<file path="src/rtl/gsb_pkg.sv">
// ----------------------------------------------------------------------------
// gsb_pkg
// Shared types and constants of the gyro stillness and bias detector.
// ----------------------------------------------------------------------------
package gsb_pkg;

  localparam int THR_W     = 16;
  localparam int MARGIN_W  = 11;
  localparam int CFG_IDX_W = 2;

  // configuration register indexes
  typedef enum logic [CFG_IDX_W-1:0] {
    CFG_WINDOW_LENGTH    = 2'd0,
    CFG_QUIET_THRESHOLD  = 2'd1,
    CFG_CALIBRATE_ENABLE = 2'd2
  } cfg_reg_t;

  typedef logic [1:0] axis_t;

  localparam axis_t AXIS_X    = 2'd0;
  localparam axis_t AXIS_Y    = 2'd1;
  localparam axis_t AXIS_Z    = 2'd2;
  localparam axis_t AXIS_LAST = AXIS_Z;

  typedef enum logic [2:0] {
    ST_IDLE,
    ST_ACC,
    ST_RANGE,
    ST_DIV_LOAD,
    ST_DIV_RUN,
    ST_EMIT
  } state_t;

  // per-axis range margin in Q8: 3.0, 6.5 and 7.0
  function automatic logic [MARGIN_W-1:0] axis_margin(input axis_t axis);
    logic [MARGIN_W-1:0] m;
    case (axis)
      AXIS_X:  m = 11'd768;
      AXIS_Y:  m = 11'd1664;
      AXIS_Z:  m = 11'd1792;
      default: m = '0;
    endcase
    return m;
  endfunction

endpackage

</file>
<file path="src/rtl/gsb_in_if.sv">
// ----------------------------------------------------------------------------
// gsb_in_if
// Sample channel: valid/ready handshake carrying one three-axis rate sample.
// ----------------------------------------------------------------------------
interface gsb_in_if #(
  parameter int SAMPLE_WIDTH = 24
);
  logic                           valid;
  logic                           ready;
  logic signed [SAMPLE_WIDTH-1:0] rate_x;
  logic signed [SAMPLE_WIDTH-1:0] rate_y;
  logic signed [SAMPLE_WIDTH-1:0] rate_z;

  modport source (output valid, output rate_x, output rate_y, output rate_z, input ready);
  modport sink   (input valid, input rate_x, input rate_y, input rate_z, output ready);
endinterface

</file>
<file path="src/rtl/gsb_out_if.sv">
// ----------------------------------------------------------------------------
// gsb_out_if
// Result channel: valid/ready handshake carrying one window verdict.
// ----------------------------------------------------------------------------
interface gsb_out_if #(
  parameter int SAMPLE_WIDTH = 24
);
  logic                           valid;
  logic                           ready;
  logic                           is_quiet;
  logic                           offsets_valid;
  logic signed [SAMPLE_WIDTH-1:0] bias_x;
  logic signed [SAMPLE_WIDTH-1:0] bias_y;
  logic signed [SAMPLE_WIDTH-1:0] bias_z;

  modport source (output valid, output is_quiet, output offsets_valid,
                  output bias_x, output bias_y, output bias_z, input ready);
  modport sink   (input valid, input is_quiet, input offsets_valid,
                  input bias_x, input bias_y, input bias_z, output ready);
endinterface

</file>
<file path="src/rtl/gyro_stillness_bias_detector.sv">
// ----------------------------------------------------------------------------
// gyro_stillness_bias_detector
// Windowed stillness test on three-axis gyro rates with zero-rate bias
// estimate (negated window mean) from a shared bit-serial divider.
// ----------------------------------------------------------------------------
//  port     direction  transfer moves
//  in_ch    sink       rate_x, rate_y, rate_z
//  out_ch   source     is_quiet, offsets_valid, bias_x, bias_y, bias_z
//  cfg_*    write      window_length, quiet_threshold, calibrate_enable
//
//  a sample is accepted by the transfer, then updated one axis at a time
//  through the shared compare/add unit; no new sample is taken meanwhile.
//  a window-ending sample adds a range check per axis, then a divider load
//  and bit-serial run per axis when offsets are computed, then the emit step.
//  the result sits in an output register; a stalled result only holds back
//  the next window end, not the samples before it.
//  synchronous active-low reset; no clearing pass.
// ----------------------------------------------------------------------------
module gyro_stillness_bias_detector #(
  parameter int SAMPLE_WIDTH = 24,
  parameter int COUNT_WIDTH  = 12,
  localparam int CfgW = (COUNT_WIDTH > gsb_pkg::THR_W) ? COUNT_WIDTH : gsb_pkg::THR_W
) (
  input  logic                           clk,
  input  logic                           rst_n,
  input  logic                           cfg_we,
  input  logic [gsb_pkg::CFG_IDX_W-1:0]  cfg_index,
  input  logic [CfgW-1:0]                cfg_wdata,
  gsb_in_if.sink                         in_ch,
  gsb_out_if.source                      out_ch
);
  import gsb_pkg::*;

  localparam int SW   = SAMPLE_WIDTH;
  localparam int CW   = COUNT_WIDTH;
  localparam int SUMW = SW + CW;
  localparam int DCW  = $clog2(SUMW);
  localparam int RngW = SW + 1;

  // configuration
  logic [CW-1:0]    win_len_r;
  logic [THR_W-1:0] thr_r;
  logic             cal_en_r;

  // control
  state_t          state_r, state_nxt;
  axis_t           axis_r, axis_nxt;
  logic [CW-1:0]   idx_r, idx_nxt;
  logic [CW-1:0]   taken_r, taken_nxt;
  logic            quiet_r, quiet_nxt;
  logic [DCW-1:0]  cnt_r, cnt_nxt;
  logic            out_valid_r, out_valid_nxt;

  // datapath
  logic [SW-1:0]   samp_r [3];
  logic [SW-1:0]   samp_nxt [3];
  logic [SW-1:0]   max_r [3];
  logic [SW-1:0]   max_nxt [3];
  logic [SW-1:0]   min_r [3];
  logic [SW-1:0]   min_nxt [3];
  logic [SUMW-1:0] sum_r [3];
  logic [SUMW-1:0] sum_nxt [3];
  logic [SW-1:0]   bias_r [3];
  logic [SW-1:0]   bias_nxt [3];
  logic [SUMW-1:0] dvd_r, dvd_nxt;
  logic [CW-1:0]   rem_r, rem_nxt;
  logic            neg_r, neg_nxt;
  logic            out_quiet_r, out_quiet_nxt;
  logic            out_offs_r, out_offs_nxt;
  logic [SW-1:0]   out_bias_r [3];
  logic [SW-1:0]   out_bias_nxt [3];

  // shared unit
  logic [SW-1:0]   s_cur, max_cur, min_cur;
  logic [SUMW-1:0] sum_cur, sum_add, sum_mag;
  logic            first, s_gt, s_lt;
  logic [CW:0]     taken, len_eff;
  logic [RngW-1:0] rng, limit;
  logic            in_limit;
  logic [CW:0]     rem_sh, rem_sub;
  logic            div_ge;
  logic [SUMW-1:0] quo;
  logic [SW-1:0]   bias_res;
  logic            out_hold;

  assign s_cur   = samp_r[axis_r];
  assign max_cur = max_r[axis_r];
  assign min_cur = min_r[axis_r];
  assign sum_cur = sum_r[axis_r];

  assign first   = (idx_r == '0);
  assign s_gt    = $signed(s_cur) > $signed(max_cur);
  assign s_lt    = $signed(s_cur) < $signed(min_cur);
  assign sum_add = sum_cur + {{CW{s_cur[SW-1]}}, s_cur};

  assign taken   = (CW+1)'(idx_r) + (CW+1)'(1);
  assign len_eff = (win_len_r == '0) ? (CW+1)'(1) : (CW+1)'(win_len_r);

  // max >= min, so the range is nonnegative and compares unsigned
  assign rng      = {max_cur[SW-1], max_cur} - {min_cur[SW-1], min_cur};
  assign limit    = RngW'(thr_r) + RngW'(axis_margin(axis_r));
  assign in_limit = rng < limit;

  assign sum_mag = sum_cur[SUMW-1] ? (SUMW'(0) - sum_cur) : sum_cur;

  // restoring divide, one quotient bit per cycle
  assign rem_sh  = {rem_r, dvd_r[SUMW-1]};
  assign div_ge  = rem_sh >= (CW+1)'(taken_r);
  assign rem_sub = rem_sh - (CW+1)'(taken_r);
  assign quo     = {dvd_r[SUMW-2:0], div_ge};

  // negative sum gives positive bias, which can hit +2^(SW-1) and saturates
  always_comb begin
    if (neg_r) begin
      if (|quo[SUMW-1:SW-1]) begin
        bias_res = {1'b0, {(SW-1){1'b1}}};
      end else begin
        bias_res = quo[SW-1:0];
      end
    end else begin
      bias_res = SW'(0) - quo[SW-1:0];
    end
  end

  assign out_hold    = out_valid_r && !out_ch.ready;
  assign in_ch.ready = (state_r == ST_IDLE);

  always_comb begin
    state_nxt     = state_r;
    axis_nxt      = axis_r;
    idx_nxt       = idx_r;
    taken_nxt     = taken_r;
    quiet_nxt     = quiet_r;
    cnt_nxt       = cnt_r;
    out_valid_nxt = out_hold;
    dvd_nxt       = dvd_r;
    rem_nxt       = rem_r;
    neg_nxt       = neg_r;
    out_quiet_nxt = out_quiet_r;
    out_offs_nxt  = out_offs_r;
    samp_nxt      = samp_r;
    max_nxt       = max_r;
    min_nxt       = min_r;
    sum_nxt       = sum_r;
    bias_nxt      = bias_r;
    out_bias_nxt  = out_bias_r;

    case (state_r)
      ST_IDLE: begin
        if (in_ch.valid) begin
          samp_nxt[0] = in_ch.rate_x;
          samp_nxt[1] = in_ch.rate_y;
          samp_nxt[2] = in_ch.rate_z;
          axis_nxt    = AXIS_X;
          state_nxt   = ST_ACC;
        end
      end
      ST_ACC: begin
        max_nxt[axis_r] = (first || s_gt) ? s_cur : max_cur;
        min_nxt[axis_r] = (first || s_lt) ? s_cur : min_cur;
        sum_nxt[axis_r] = sum_add;
        if (axis_r == AXIS_LAST) begin
          axis_nxt = AXIS_X;
          if (taken < len_eff) begin
            idx_nxt   = taken[CW-1:0];
            state_nxt = ST_IDLE;
          end else begin
            taken_nxt = taken[CW-1:0];
            quiet_nxt = 1'b1;
            state_nxt = ST_RANGE;
          end
        end else begin
          axis_nxt = axis_r + axis_t'(1);
        end
      end
      ST_RANGE: begin
        quiet_nxt = quiet_r && in_limit;
        if (axis_r == AXIS_LAST) begin
          axis_nxt  = AXIS_X;
          state_nxt = (quiet_r && in_limit && cal_en_r) ? ST_DIV_LOAD : ST_EMIT;
        end else begin
          axis_nxt = axis_r + axis_t'(1);
        end
      end
      ST_DIV_LOAD: begin
        dvd_nxt   = sum_mag;
        neg_nxt   = sum_cur[SUMW-1];
        rem_nxt   = '0;
        cnt_nxt   = DCW'(SUMW - 1);
        state_nxt = ST_DIV_RUN;
      end
      ST_DIV_RUN: begin
        dvd_nxt = quo;
        rem_nxt = div_ge ? rem_sub[CW-1:0] : rem_sh[CW-1:0];
        cnt_nxt = cnt_r - DCW'(1);
        if (cnt_r == '0) begin
          bias_nxt[axis_r] = bias_res;
          if (axis_r == AXIS_LAST) begin
            axis_nxt  = AXIS_X;
            state_nxt = ST_EMIT;
          end else begin
            axis_nxt  = axis_r + axis_t'(1);
            state_nxt = ST_DIV_LOAD;
          end
        end
      end
      ST_EMIT: begin
        if (!out_hold) begin
          out_valid_nxt = 1'b1;
          out_quiet_nxt = quiet_r;
          out_offs_nxt  = quiet_r && cal_en_r;
          for (int a = 0; a < 3; a++) begin
            out_bias_nxt[a] = (quiet_r && cal_en_r) ? bias_r[a] : '0;
            sum_nxt[a]      = '0;
          end
          idx_nxt   = '0;
          state_nxt = ST_IDLE;
        end
      end
      default: begin
        state_nxt = ST_IDLE;
      end
    endcase
  end

  always_ff @(posedge clk) begin
    if (!rst_n) begin
      win_len_r <= CW'(500);
      thr_r     <= '0;
      cal_en_r  <= 1'b1;
    end else if (cfg_we) begin
      case (cfg_index)
        CFG_WINDOW_LENGTH:    win_len_r <= cfg_wdata[CW-1:0];
        CFG_QUIET_THRESHOLD:  thr_r     <= cfg_wdata[THR_W-1:0];
        CFG_CALIBRATE_ENABLE: cal_en_r  <= cfg_wdata[0];
        default: ;
      endcase
    end
  end

  always_ff @(posedge clk) begin
    if (!rst_n) begin
      state_r     <= ST_IDLE;
      axis_r      <= AXIS_X;
      idx_r       <= '0;
      out_valid_r <= 1'b0;
      for (int a = 0; a < 3; a++) begin
        sum_r[a] <= '0;
      end
    end else begin
      state_r     <= state_nxt;
      axis_r      <= axis_nxt;
      idx_r       <= idx_nxt;
      out_valid_r <= out_valid_nxt;
      sum_r       <= sum_nxt;
    end
  end

  always_ff @(posedge clk) begin
    taken_r     <= taken_nxt;
    quiet_r     <= quiet_nxt;
    cnt_r       <= cnt_nxt;
    dvd_r       <= dvd_nxt;
    rem_r       <= rem_nxt;
    neg_r       <= neg_nxt;
    out_quiet_r <= out_quiet_nxt;
    out_offs_r  <= out_offs_nxt;
    samp_r      <= samp_nxt;
    max_r       <= max_nxt;
    min_r       <= min_nxt;
    bias_r      <= bias_nxt;
    out_bias_r  <= out_bias_nxt;
  end

  assign out_ch.valid         = out_valid_r;
  assign out_ch.is_quiet      = out_quiet_r;
  assign out_ch.offsets_valid = out_offs_r;
  assign out_ch.bias_x        = out_bias_r[0];
  assign out_ch.bias_y        = out_bias_r[1];
  assign out_ch.bias_z        = out_bias_r[2];

  a_accept_starts_update: assert property (@(posedge clk) disable iff (!rst_n)
    in_ch.valid && in_ch.ready |=> state_r == ST_ACC && axis_r == AXIS_X)
    else $error("accepted sample did not start the axis update");

  a_result_from_emit: assert property (@(posedge clk) disable iff (!rst_n)
    $rose(out_valid_r) |-> $past(state_r) == ST_EMIT)
    else $error("result raised outside the emit step");

  a_offsets_need_quiet: assert property (@(posedge clk) disable iff (!rst_n)
    out_valid_r && out_offs_r |-> out_quiet_r)
    else $error("offsets flagged on a window that is not quiet");

  a_bias_zero_without_offsets: assert property (@(posedge clk) disable iff (!rst_n)
    out_valid_r && !out_offs_r |->
      out_bias_r[0] == '0 && out_bias_r[1] == '0 && out_bias_r[2] == '0)
    else $error("nonzero bias without offsets");

  a_divider_runs_out: assert property (@(posedge clk) disable iff (!rst_n)
    state_r == ST_DIV_RUN && cnt_r != '0 |=> state_r == ST_DIV_RUN)
    else $error("divider left before its last quotient bit");

endmodule
</file>
<file path="src/flat_wrapper.sv">
// flat-port wrapper written by rule: the top's interface ports become plain ports
module gyro_stillness_bias_detector_flat import gsb_pkg::*;
#(
  parameter int SAMPLE_WIDTH = 24,
  parameter int COUNT_WIDTH  = 12,
  localparam int CfgW = (COUNT_WIDTH > gsb_pkg::THR_W) ? COUNT_WIDTH : gsb_pkg::THR_W
)
  (clk, rst_n, cfg_we, cfg_index, cfg_wdata, in_ch_valid, in_ch_rate_x, in_ch_rate_y, in_ch_rate_z, in_ch_ready, out_ch_valid, out_ch_is_quiet, out_ch_offsets_valid, out_ch_bias_x, out_ch_bias_y, out_ch_bias_z, out_ch_ready);
  gsb_in_if #(.SAMPLE_WIDTH(SAMPLE_WIDTH)) in_ch_i ();
  gsb_out_if #(.SAMPLE_WIDTH(SAMPLE_WIDTH)) out_ch_i ();
  input  logic clk;
  input  logic rst_n;
  input  logic cfg_we;
  input  logic [gsb_pkg::CFG_IDX_W-1:0] cfg_index;
  input  logic [CfgW-1:0] cfg_wdata;
  input wire logic [$bits(in_ch_i.valid)-1:0] in_ch_valid;
  input wire logic [$bits(in_ch_i.rate_x)-1:0] in_ch_rate_x;
  input wire logic [$bits(in_ch_i.rate_y)-1:0] in_ch_rate_y;
  input wire logic [$bits(in_ch_i.rate_z)-1:0] in_ch_rate_z;
  output wire logic [$bits(in_ch_i.ready)-1:0] in_ch_ready;
  output wire logic [$bits(out_ch_i.valid)-1:0] out_ch_valid;
  output wire logic [$bits(out_ch_i.is_quiet)-1:0] out_ch_is_quiet;
  output wire logic [$bits(out_ch_i.offsets_valid)-1:0] out_ch_offsets_valid;
  output wire logic [$bits(out_ch_i.bias_x)-1:0] out_ch_bias_x;
  output wire logic [$bits(out_ch_i.bias_y)-1:0] out_ch_bias_y;
  output wire logic [$bits(out_ch_i.bias_z)-1:0] out_ch_bias_z;
  input wire logic [$bits(out_ch_i.ready)-1:0] out_ch_ready;
  assign in_ch_i.valid = in_ch_valid;
  assign in_ch_i.rate_x = in_ch_rate_x;
  assign in_ch_i.rate_y = in_ch_rate_y;
  assign in_ch_i.rate_z = in_ch_rate_z;
  assign in_ch_ready = in_ch_i.ready;
  assign out_ch_valid = out_ch_i.valid;
  assign out_ch_is_quiet = out_ch_i.is_quiet;
  assign out_ch_offsets_valid = out_ch_i.offsets_valid;
  assign out_ch_bias_x = out_ch_i.bias_x;
  assign out_ch_bias_y = out_ch_i.bias_y;
  assign out_ch_bias_z = out_ch_i.bias_z;
  assign out_ch_i.ready = out_ch_ready;
  gyro_stillness_bias_detector #(.SAMPLE_WIDTH(SAMPLE_WIDTH), .COUNT_WIDTH(COUNT_WIDTH)) u_core (.clk(clk), .rst_n(rst_n), .cfg_we(cfg_we), .cfg_index(cfg_index), .cfg_wdata(cfg_wdata), .in_ch(in_ch_i), .out_ch(out_ch_i));
endmodule
</file>
<file path="config.mk">
export PLATFORM = sky130hd
export DESIGN_NAME = gyro_stillness_bias_detector_flat
export DESIGN_NICKNAME = d
export VERILOG_FILES = /design/src/rtl/gsb_pkg.sv /design/src/rtl/gsb_in_if.sv /design/src/rtl/gsb_out_if.sv /design/src/rtl/gyro_stillness_bias_detector.sv /design/src/flat_wrapper.sv
export SDC_FILE = /design/constraint.sdc
export NUM_CORES = 1
export LEC_CHECK = 0
export BUFFER_PORTS_ARGS = -buffer_cell sky130_fd_sc_hd__clkbuf_2
export CAP_MARGIN = 40
export CORE_MARGIN = 2
export CORE_UTILIZATION = 30
export CTS_CLUSTER_DIAMETER = 50
export CTS_CLUSTER_SIZE = 10
export DETAILED_ROUTE_END_ITERATION = 6
export PLACE_DENSITY = 0.52
export SLEW_MARGIN = 25
export SYNTH_ARGS = -nofsm -noshare
export SYNTH_HDL_FRONTEND = slang
export SYNTH_SLANG_ARGS = --single-unit
</file>
<file path="constraint.sdc">
create_clock -name clk -period 6.2 [get_ports clk]
set_input_delay 0.31 -clock clk [delete_from_list [all_inputs] [get_ports clk]]
set_output_delay 0.31 -clock clk [all_outputs]
set_load 0.01 [all_outputs]
</file>
# After elaboration in Yosys (flattened, before gate mapping)
# Cells that the tools add are included.
[totals]
register_bits = 585
in_bits = 95
output_inout_bits = 76
word_cells = 154
[classes]
addsub = 9
order_cmp = 7
n_eq_ne = 16
muxes = 54
n_bitwise = 3
reduce_logical = 32
[op_table]
columns = ["cell", "n"]
rows = [
  ["24-bit two-way mux", 11],
  ["72-bit bitwise mux", 3],
  ["108-bit case mux with 2 select lines", 1],
  ["24-bit binary-select mux with 2-bit select", 3],
  ["36-bit two-way mux", 4],
  ["108-bit bitwise mux", 1],
  ["108-bit two-way mux", 1],
  ["36-bit binary-select mux with 2-bit select", 1],
  ["36-bit demux with 2-bit select", 1],
  ["36-bit case mux with 2 select lines", 1],
  ["12-bit two-way mux", 5],
  ["24-bit demux with 2-bit select", 1],
  ["12-bit case mux with 2 select lines", 2],
  ["36-bit adder", 1],
  ["1-bit by 36-bit subtractor with 36-bit output, first input constant", 1],
  ["11-bit case mux with 3 select lines", 1],
  ["25-bit < comparator", 1],
  ["24-bit by 24-bit subtractor with 25-bit output", 1],
  ["24-bit > comparator", 1],
  ["12-bit zero test", 2],
  ["24-bit < comparator", 1],
  ["1-bit by 24-bit subtractor with 24-bit output, first input constant", 1],
  ["3-bit two-way mux", 7],
  ["3-bit case mux with 6 select lines", 1],
  ["other kinds (37)", 68],
]

# Depth between registers and ports, before layout
# Gate-level depths: netlist of run 1.
[depth]
ltp_word = 11
ltp_mapped = 30
ltp_nobuf = 24

# Worst setup path before layout of run 1
# No wires, ideal clock.
[synth_timing]
kind = "register to register"
start = "reg u_core.axis_r[0]"
end = "reg u_core.state_r[2]"
setup_time_ps = 115
arrival_time_ps = 5972
required_ps = 6085
slack_ps = 114
path_stages_with_launch = 31
n_path_buf = 6
period_less_slack_ps = 6086
cell_sequence = "dfxtp_1 buf_6 buf_2 buf_2 buf_2 buf_2 buf_1 mux2i_1 nor2_1 a21oi_1 inv_1 ha_1 nor2b_1 o2111a_1 nor3_1 nor2b_1 o21ai_0 nand2b_1 a21oi_1 o21ai_0 xor2_1 ha_1 a21o_1 a21o_1 a21oi_1 o221ai_1 a21oi_1 nand3_1 nor4bb_1 a41o_1 nand2_1"
[synth_via]
elab_chain_cells = 11
word_cells_on_any_way = 24
classes_between = "add/sub (2); order compare (1); eq/ne (4); mux (12); bitwise (1); reduce/logical (4)"
[synth_rtl]
columns = ["item", "line", "source"]
rows = [
  ["start, declared", "gyro_stillness_bias_detector.sv:47", "axis_t axis_r, axis_nxt;"],
  ["start signal, assigned", "gyro_stillness_bias_detector.sv:252", "axis_r <= axis_nxt;"],
  ["2-bit NOT with 3-bit output (not written as such)", "gyro_stillness_bias_detector.sv:87, gyro_stillness_bias_detector.sv:88", ""],
  ["24-bit binary-select mux with 2-bit select, on equally long branches", "gyro_stillness_bias_detector.sv:87, gyro_stillness_bias_detector.sv:88", ""],
  ["24-bit two-way mux, on equally long branches (2 in series)", "gyro_stillness_bias_detector.sv:87, gyro_stillness_bias_detector.sv:88", ""],
  ["24-bit by 24-bit subtractor with 25-bit output", "gyro_stillness_bias_detector.sv:100", "assign rng = {max_cur[SW-1], max_cur} - {min_cur[SW-1], min_cur};"],
  ["25-bit < comparator", "gyro_stillness_bias_detector.sv:102", "assign in_limit = rng < limit;"],
  ["1-bit logical AND (2 in series)", "gyro_stillness_bias_detector.sv:180", "state_nxt = (quiet_r && in_limit && cal_en_r) ? ST_DIV_LOAD : ST_EMIT;"],
  ["3-bit two-way mux", "gyro_stillness_bias_detector.sv:180", ""],
  ["3-bit two-way mux", "gyro_stillness_bias_detector.sv:178", "if (axis_r == AXIS_LAST) begin"],
  ["3-bit case mux with 6 select lines", "gyro_stillness_bias_detector.sv:148", "case (state_r)"],
  ["end signal, assigned", "gyro_stillness_bias_detector.sv:251", "state_r <= state_nxt;"],
  ["end, declared", "gyro_stillness_bias_detector.sv:46", "state_t state_r, state_nxt;"],
]
# Several ways; a longest one is shown, not always the timed one. The select of a mux whose other input is x is not followed.
# A chain may end at the register's enable or synchronous reset.

# Worst setup path in the final report of run 1
[layout_timing]
start = "reg u_core.axis_r[0]"
end = "reg u_core.max_r[51] (netlist bit) (data pin)"
[layout_via]
elab_chain_cells = 8
word_cells_on_any_way = 16
classes_between = "order compare (3); mux (10); bitwise (1); reduce/logical (2)"
[layout_rtl]
columns = ["item", "line", "source"]
rows = [
  ["2-bit NOT with 3-bit output *", "gyro_stillness_bias_detector.sv:86, gyro_stillness_bias_detector.sv:87, gyro_stillness_bias_detector.sv:159", ""],
  ["24-bit binary-select mux with 2-bit select, on equally long branches", "gyro_stillness_bias_detector.sv:86, gyro_stillness_bias_detector.sv:87", ""],
  ["24-bit two-way mux, on equally long branches (2 in series)", "gyro_stillness_bias_detector.sv:86, gyro_stillness_bias_detector.sv:87", ""],
  ["24-bit > comparator", "gyro_stillness_bias_detector.sv:92", "assign s_gt = $signed(s_cur) > $signed(max_cur);"],
  ["1-bit logical OR", "gyro_stillness_bias_detector.sv:159", "max_nxt[axis_r] = (first || s_gt) ? s_cur : max_cur;"],
  ["24-bit two-way mux", "gyro_stillness_bias_detector.sv:159", ""],
  ["72-bit bitwise mux *", "gyro_stillness_bias_detector.sv:159", ""],
  ["end signal, assigned", "gyro_stillness_bias_detector.sv:269", "max_r <= max_nxt;"],
  ["end, declared", "gyro_stillness_bias_detector.sv:57", "logic [SW-1:0] max_r [3];"],
]
# Mark *: on every way between the ends. The rest lies on a longest branch, timed or not. The select of a mux whose other input is x is not followed.

==> results of run 1 <==
[power by group]
group          total, W  internal (W)  switching (W)  leakage, nW
logic           0.00196      0.000757        0.00120         7.58
registers       0.00440       0.00434      0.0000529         5.17
clock network   0.00447       0.00269        0.00179         1.27
[layout make-up]
cell class              count  area [um2]  area share [%]
clock inverters            31         395            1.10
multi-input cells        1865       12900            35.8
repair buffers            310        2280            6.35
inverters                 138         518            1.44
flip-flops and latches    585       16000            44.6
clock buffers             107        2230            6.20
well taps                1287        1610            4.48
[cell usage after synthesis, types with 19 or more instances]
| cell | n |
|---|---|
| xnor2_1 | 61 |
| a22oi_1 | 54 |
| nand2_1 | 211 |
| o211ai_1 | 19 |
| nor2b_1 | 76 |
| o21ai_1 | 41 |
| nand3_1 | 35 |
| o21ai_0 | 86 |
| a21o_1 | 49 |
| clkbuf_1 | 104 |
| and3_1 | 90 |
| buf_1 | 21 |
| nand2b_1 | 19 |
| nor2_1 | 182 |
| a21oi_1 | 208 |
| dfxtp_1 | 155 |
| ha_1 | 159 |
| nor3_1 | 38 |
| a21boi_0 | 32 |
| xor2_1 | 46 |
| a22o_1 | 47 |
| nand4_1 | 31 |
| inv_1 | 134 |
| mux2i_1 | 163 |
| edfxtp_1 | 430 |
[cell usage in the layout, fill, tap and decap left out, drive strengths merged, types with 31 or more instances in the layout]
master | netlist | routed
xnor2 | 61 | 61
edfxtp | 430 | 430
clkbuf | 104 | 276
ha | 159 | 159
o21ai | 127 | 127
nor2b | 76 | 76
dfxtp | 155 | 155
nand4 | 31 | 31
a22o | 47 | 47
a22oi | 54 | 54
xor2 | 46 | 46
nor2 | 182 | 182
mux2i | 163 | 163
a21o | 49 | 49
nor3 | 38 | 38
buf | 31 | 50
inv | 136 | 147
dlygate4sd3 | 0 | 91
nand2 | 211 | 211
a21oi | 208 | 208
and3 | 90 | 90
a21boi | 38 | 38
nand3 | 35 | 35
[worst reg2reg max path, cell delays in order (launching register included)]
cell	delay, ps
dfxtp_4	730
buf_12	480
mux2i_1	310
nor2_1	50
a21oi_1	620
inv_1	90
buf_4	240
ha_1	340
nand2_1	80
nor4_1	450
nor4b_1	520
nand2_1	100
o2111ai_1	260
mux2i_1	160
o21ai_4	130
buf_4	440
mux2i_1	440
[kinds of logic (layout without fill, tap and decap cells)]
| kind of cell | Yosys count | after routing | synth area share [%] |
|---|---|---|---|
| buffers and inverters | 273 | 586 | 3.53 |
| AND/OR/NAND/NOR | 760 | 760 | 12.6 |
| adder cells (fa/ha/maj) | 163 | 163 | 6.93 |
| multiplexers | 167 | 167 | 5.61 |
| XOR/XNOR | 107 | 107 | 3.14 |
| flip-flops | 585 | 585 | 53.6 |
| AO/OA/AOI/OAI | 668 | 668 | 14.6 |
[repair_timing]
| action | CTS | global route |
|---|---|---|
| gates resized for setup | 0 | 0 |
| endpoints found under the hold margin | 101 | 0 |
| setup buffers | 0 | 0 |
| hold buffers | 91 | 0 |
[routing by layer]
metal  vias up  global-route usage, %
li1      10585                      -
met4         0                   5.04
met1     10227                   21.2
met5         -                      0
met3       118                   2.65
met2       457                   24.6
[state kept, by name (all words and copies together) (netlist names), 16 cells and up]
name                  cells
u_core.sum_r            108
u_core.bias_r            72
u_core.max_r             72
u_core.min_r             72
u_core.samp_r            72
u_core.dvd_r             36
u_core.out_ch.bias_x     24
u_core.out_ch.bias_y     24
u_core.out_ch.bias_z     24
u_core.thr_r             16
[per-stage QoR]
stage / util [%] / power (W) / worst slack [ps] / std cells / area (um2)
global route: 36.5 / 0.0114 / 115 / 4323 / 35900
global placement: 32.6 / 0.00636 / 620 / 4081 / 32200
CTS: 36.3 / 0.0109 / 506 / 4317 / 35800
detailed placement: 32.7 / 0.00637 / 514 / 4088 / 32300
floorplan: - / 0.00583 / 114 / 2723 / 29900
finish: 36.5 / 0.0108 / 531 / 4323 / 35900
[how the worst min path moves through the flow]
stage                     start          endpoint  cells past startpoint
5_1_grt                   rst_n  u_core.sum_r[55]                      2
3_3_place_gp   u_core.sum_r[51]  u_core.sum_r[51]                      2
2_1_floorplan   in_ch_rate_z[0]  u_core.samp_r[0]                      0
4_1_cts                   rst_n  u_core.sum_r[19]                      2
6_report                  rst_n  u_core.sum_r[19]                      2
3_5_place_dp   u_core.sum_r[51]  u_core.sum_r[51]                      2
==> results.yml, run 1 <==
status:
  status: "finished, final reports clean"
finish:
  nets: 3240
  drive_gt1_share_pct: 12.5
  num_antenna_cells: 0
  num-fill-cells: 9622
  syn_to_final_growth_pct: 20.3
synth:
  synth_area_per_cell_um2: 11.0
  synth_cells: 2723
  yosysTopAreaCell: "edfxtp_1"
  synth_top_area_share_pct: 43.2
  synthTopCellsByArea: "edfxtp_1, dfxtp_1, ha_1"
  yosysUniqueCellTypes: 86
  async_flop_share_pct: 0
  synth-seq-cells: 585
  yosysWarnings: 0
  syn_nets: 2981
  ys.flop_type: "edfxtp_1"
  synth_edf_count: 430
  synth_area_um2: 29900
  synth_seq_area_share_pct: 53.6
power_and_ir_drop:
  p_leak_nw: 14.0
  p_per_area_nw_per_um2: 301
  ir_worst_vdd_mv: 0.198
grt:
  grt_pass1_wl_mm: 124
  overflow: 0
  grt_usage_pct: 15.4
  grt_max_degree: 94
  antenna_found_initial: 0
  first_global_vias: 21214
worst_setup_path:
  critPathRequiredTime_ps: 6620
  crit_fanout: 56
  crit_buf_inv: 4
  r2r_cells: 16
  crit_type: "register to register"
  cp_slowest_cell: "dfxtp_4"
  r2r_start: "u_core.axis_r[0]"
  crit_path_end_kind: "register"
  cp.arrival_ps: 6090
  max_stage_delay_ps: 730
  path_delay_family: "buffers and inverters"
  startpoint: "u_core.axis_r[0]"
  critPathCapture: "u_core.max_r[51]"
  path_common_cell: "mux2i_1"
  crit_chain: "buf_12, mux2i_1, nor2_1, a21oi_1, inv_1, buf_4, ha_1, nand2_1, nor4_1, nor4b_1, nand2_1, o2111ai_1, mux2i_1, o21ai_4, buf_4, mux2i_1"
  start_kind: "register"
  r2r_end: "u_core.max_r[51]"
  r2r_slack_ps: 530
  path_depth: 16
die:
  fp.coreArea_um2: 98600
  die_w_um: 320
  rows: 115
  initial_core_util_pct: 30.3
  io-pin-count: 171
  design.die.area_um2: 102000
  die_h_um: 320
timing:
  tightest_slew_ps: 912
  slew_headroom_pct: 38.6
  setup_viol: 0
  tns_ps: 0
  grt_setup_unrepaired: "false"
  post-route-min-period_ps: 5670
  drv_slew: 0
  finalCritPeriodShare_pct: 91.4
  skew_ps: 40.5
  fmax_mhz: 176
  hold_violations: 0
  whs_ps: 136
detailed_routing:
  wl_met1_mm: 38.4
  num_vias: 21387
  ant_nets: 0
  route.final.wire_length_mm: 79.5
  top_layer: "met4"
  drcViolationCount: 0
  wl_met3_mm: 3.40
  dr.pass1.iters: 5
  wire_per_inst_um: 18.4
  wl_met2_mm: 35.6
  viasPerCell: 4.95
  first_iter_violations: 1388
cts:
  path_clk_slew_ps: 60
  clockRootBuffer: "clkbuf_16"
  cts_tree: "yes"
  numCtsBuffers: 82
  clock_path_buffers: 3
  insertion_delay_ps: 660
  numClockSinks: 585
  cts_htree_levels: 3
hold_path:
  hold_path_class: "input pin to register"
placed_design:
  portBuffers: 170
  post-dp-hpwl_mm: 54.7
  gp_congestion: 0.841
run:
  drv_cap: 0
Note: power is estimated with default switching activity, not from simulation.
==> run 2, diff against run 1 <==
CORE_UTILIZATION = 56   (was 30)
PLACE_DENSITY = 0.82   (was 0.52)
==> results.yml, run 2 (synthesized netlist as in run 1, its figures left out) <==
status:
  status: "finished with violations"
  violations: "DRC"
worst_setup_path:
  r2r_slack_ps: 840
  r2r_cells: 24
  crit_fanout: 24
  crit_type: "register to register"
  r2r_end: "u_core.state_r[2]"
  r2r_start: "u_core.axis_r[0]"
  critPathRequiredTime_ps: 6690
  start_kind: "register"
  cp.arrival_ps: 5850
  crit_path_end_kind: "register"
die:
  design.die.area_um2: 55200
  die_w_um: 235
  die_h_um: 235
  io-pin-count: 171
  fp.coreArea_um2: 52700
  initial_core_util_pct: 56.7
  rows: 84
finish:
  largest_reg_flops: 108
  drive_gt1_share_pct: 11.5
  regMostFlops: "u_core.sum_r"
  syn_to_final_growth_pct: 15.9
  layout_common_cells: "edfxtp_1, nand2_1, a21oi_1"
  num-fill-cells: 3772
  final_common_cell: "edfxtp_1"
  stdcell_count: 3693
  multi_input_area_um2: 12900
  seqCellArea_um2: 16000
  nets: 3220
grt:
  grt_usage_pct: 26.7
  use_met1_pct: 33.7
  grt_pass1_wl_mm: 119
  grt.busiest_layer: "met2"
  antenna_found_initial: 1
  gr-usage-met2_pct: 44.8
  grt_max_degree: 82
  first_global_vias: 22527
  met3_usage_pct: 5.56
  overflow: 0
hold_path:
  hold_path_class: "input pin to register"
  whs_path_depth: 3
  min_from: "cfg_index[1]"
  min_to: "u_core.cal_en_r"
timing:
  grt_setup_unrepaired: "false"
  hold_violations: 0
  slew_headroom_pct: 44.3
  drv_slew: 0
  tns_ps: 0
  post-route-min-period_ps: 5360
  fmax_mhz: 187
  tightest_slew_ps: 835
  finalCritPeriodShare_pct: 86.4
  setup_viol: 0
  skew_ps: 34.1
cts:
  cts_htree_levels: 3
  cts_setup_buffers: 0
  numCtsBuffers: 73
  hold_buffers: 89
  clock_path_buffers: 3
  insertion_delay_ps: 630
  post_cts_resized: 0
  numClockSinks: 585
  clockRootBuffer: "clkbuf_16"
  path_clk_slew_ps: 60
  cts_tree: "yes"
power_and_ir_drop:
  ir_worst_vdd_mv: 0.220
  p_sw_w: 0.00285
  seqPwrFrac_pct: 42.7
  swShare_pct: 27.6
  power_frac_clock_pct: 38.3
  p_int_w: 0.00746
  p_per_area_nw_per_um2: 298
  comb_power_share_pct: 19.0
  p_leak_nw: 13.7
detailed_routing:
  viasPerCell: 6.10
  drcViolationCount: 14
  route.final.wire_length_mm: 75.0
  first_iter_violations: 2230
  dr.pass1.iters: 7
  num_vias: 22545
  wire_per_inst_um: 20.3
  ant_nets: 0
placed_design:
  dp.cells: 3483
  portBuffers: 170
  gp_congestion: 0.932
  post-dp-hpwl_mm: 49.5
run:
  drv_cap: 0
run 2: cell types whose count changed in the layout (fill, tap and decap cells not counted), sizes merged, moves of 2 or more:
| cell | change |
|---|---|
| inv | -6 |
| bufinv | -2 |
| dlygate4sd3 | -2 |
| buf | -10 |
| clkinvlp | -2 |
| clkinv | -9 |
run 2: power by group through the flow:
stage	logic (W)	registers, W	clock network [W]
floorplan	0.00137	0.00445	0
global placement	0.00176	0.00447	0
detailed placement	0.00185	0.00447	0
CTS	0.00191	0.00439	0.00399
global route	0.00215	0.00441	0.00417
finish	0.00195	0.00440	0.00395
run 2: through the flow:
step	area, um2	hold WS (ps)	utilization [%]	power, W	setup slack, ps
4_1_cts	34600	27.5	65.7	0.0103	877
2_1_floorplan	29900	409	-	0.00583	114
3_5_place_dp	31500	447	59.8	0.00632	940
6_report	34600	65.3	65.7	0.0103	844
3_3_place_gp	31400	435	59.6	0.00623	1040
5_1_grt	34600	113	65.7	0.0107	396
run 2: per-layer routing:
| metal | vias to the layer above | part of all wire, % |
|---|---|---|
| met4 | 0 | 3.1 |
| met5 | - | 0 |
| met3 | 164 | 7.0 |
| met1 | 10901 | 41 |
| met2 | 975 | 48 |
| li1 | 10505 | - |
run 2: area by class of cell:
class	count	share of cell area, %
sequential	585	46.3
clock buffer	105	5.99
clock inverter	12	0.441
tap	688	2.49
timing repair buffer	299	6.13
antenna	1	0.00723
multi-input combinational	1865	37.2
inverter	138	1.50
run 2: worst max-delay path by stage:
stage                     startpoint                 to  slack (ps)  cells after the start
floorplan           u_core.axis_r[0]  u_core.state_r[2]         110                     30
global placement    u_core.axis_r[0]  u_core.state_r[2]        1040                     22
detailed placement  u_core.axis_r[0]  u_core.state_r[2]         940                     22
CTS                 u_core.axis_r[0]  u_core.state_r[2]         880                     22
global route        u_core.axis_r[0]  u_core.state_r[2]         400                     22
finish              u_core.axis_r[0]  u_core.state_r[2]         840                     24
run 2: worst max-delay path: stages, from the launching register on:
cell	delay [ps]
dfxtp_4	630
nor2b_4	170
buf_4	220
a21oi_1	400
inv_1	100
ha_1	300
nor2b_1	140
o2111a_1	240
nor3_1	380
nor2b_1	90
o21ai_0	160
nand2b_1	110
a21oi_1	150
o21ai_0	100
xor2_1	170
ha_1	210
a21o_1	170
a21o_1	170
a21oi_1	150
o221ai_1	120
a21oi_1	170
nand3_1	90
nor4bb_1	480
a41o_1	240
nand2_1	50
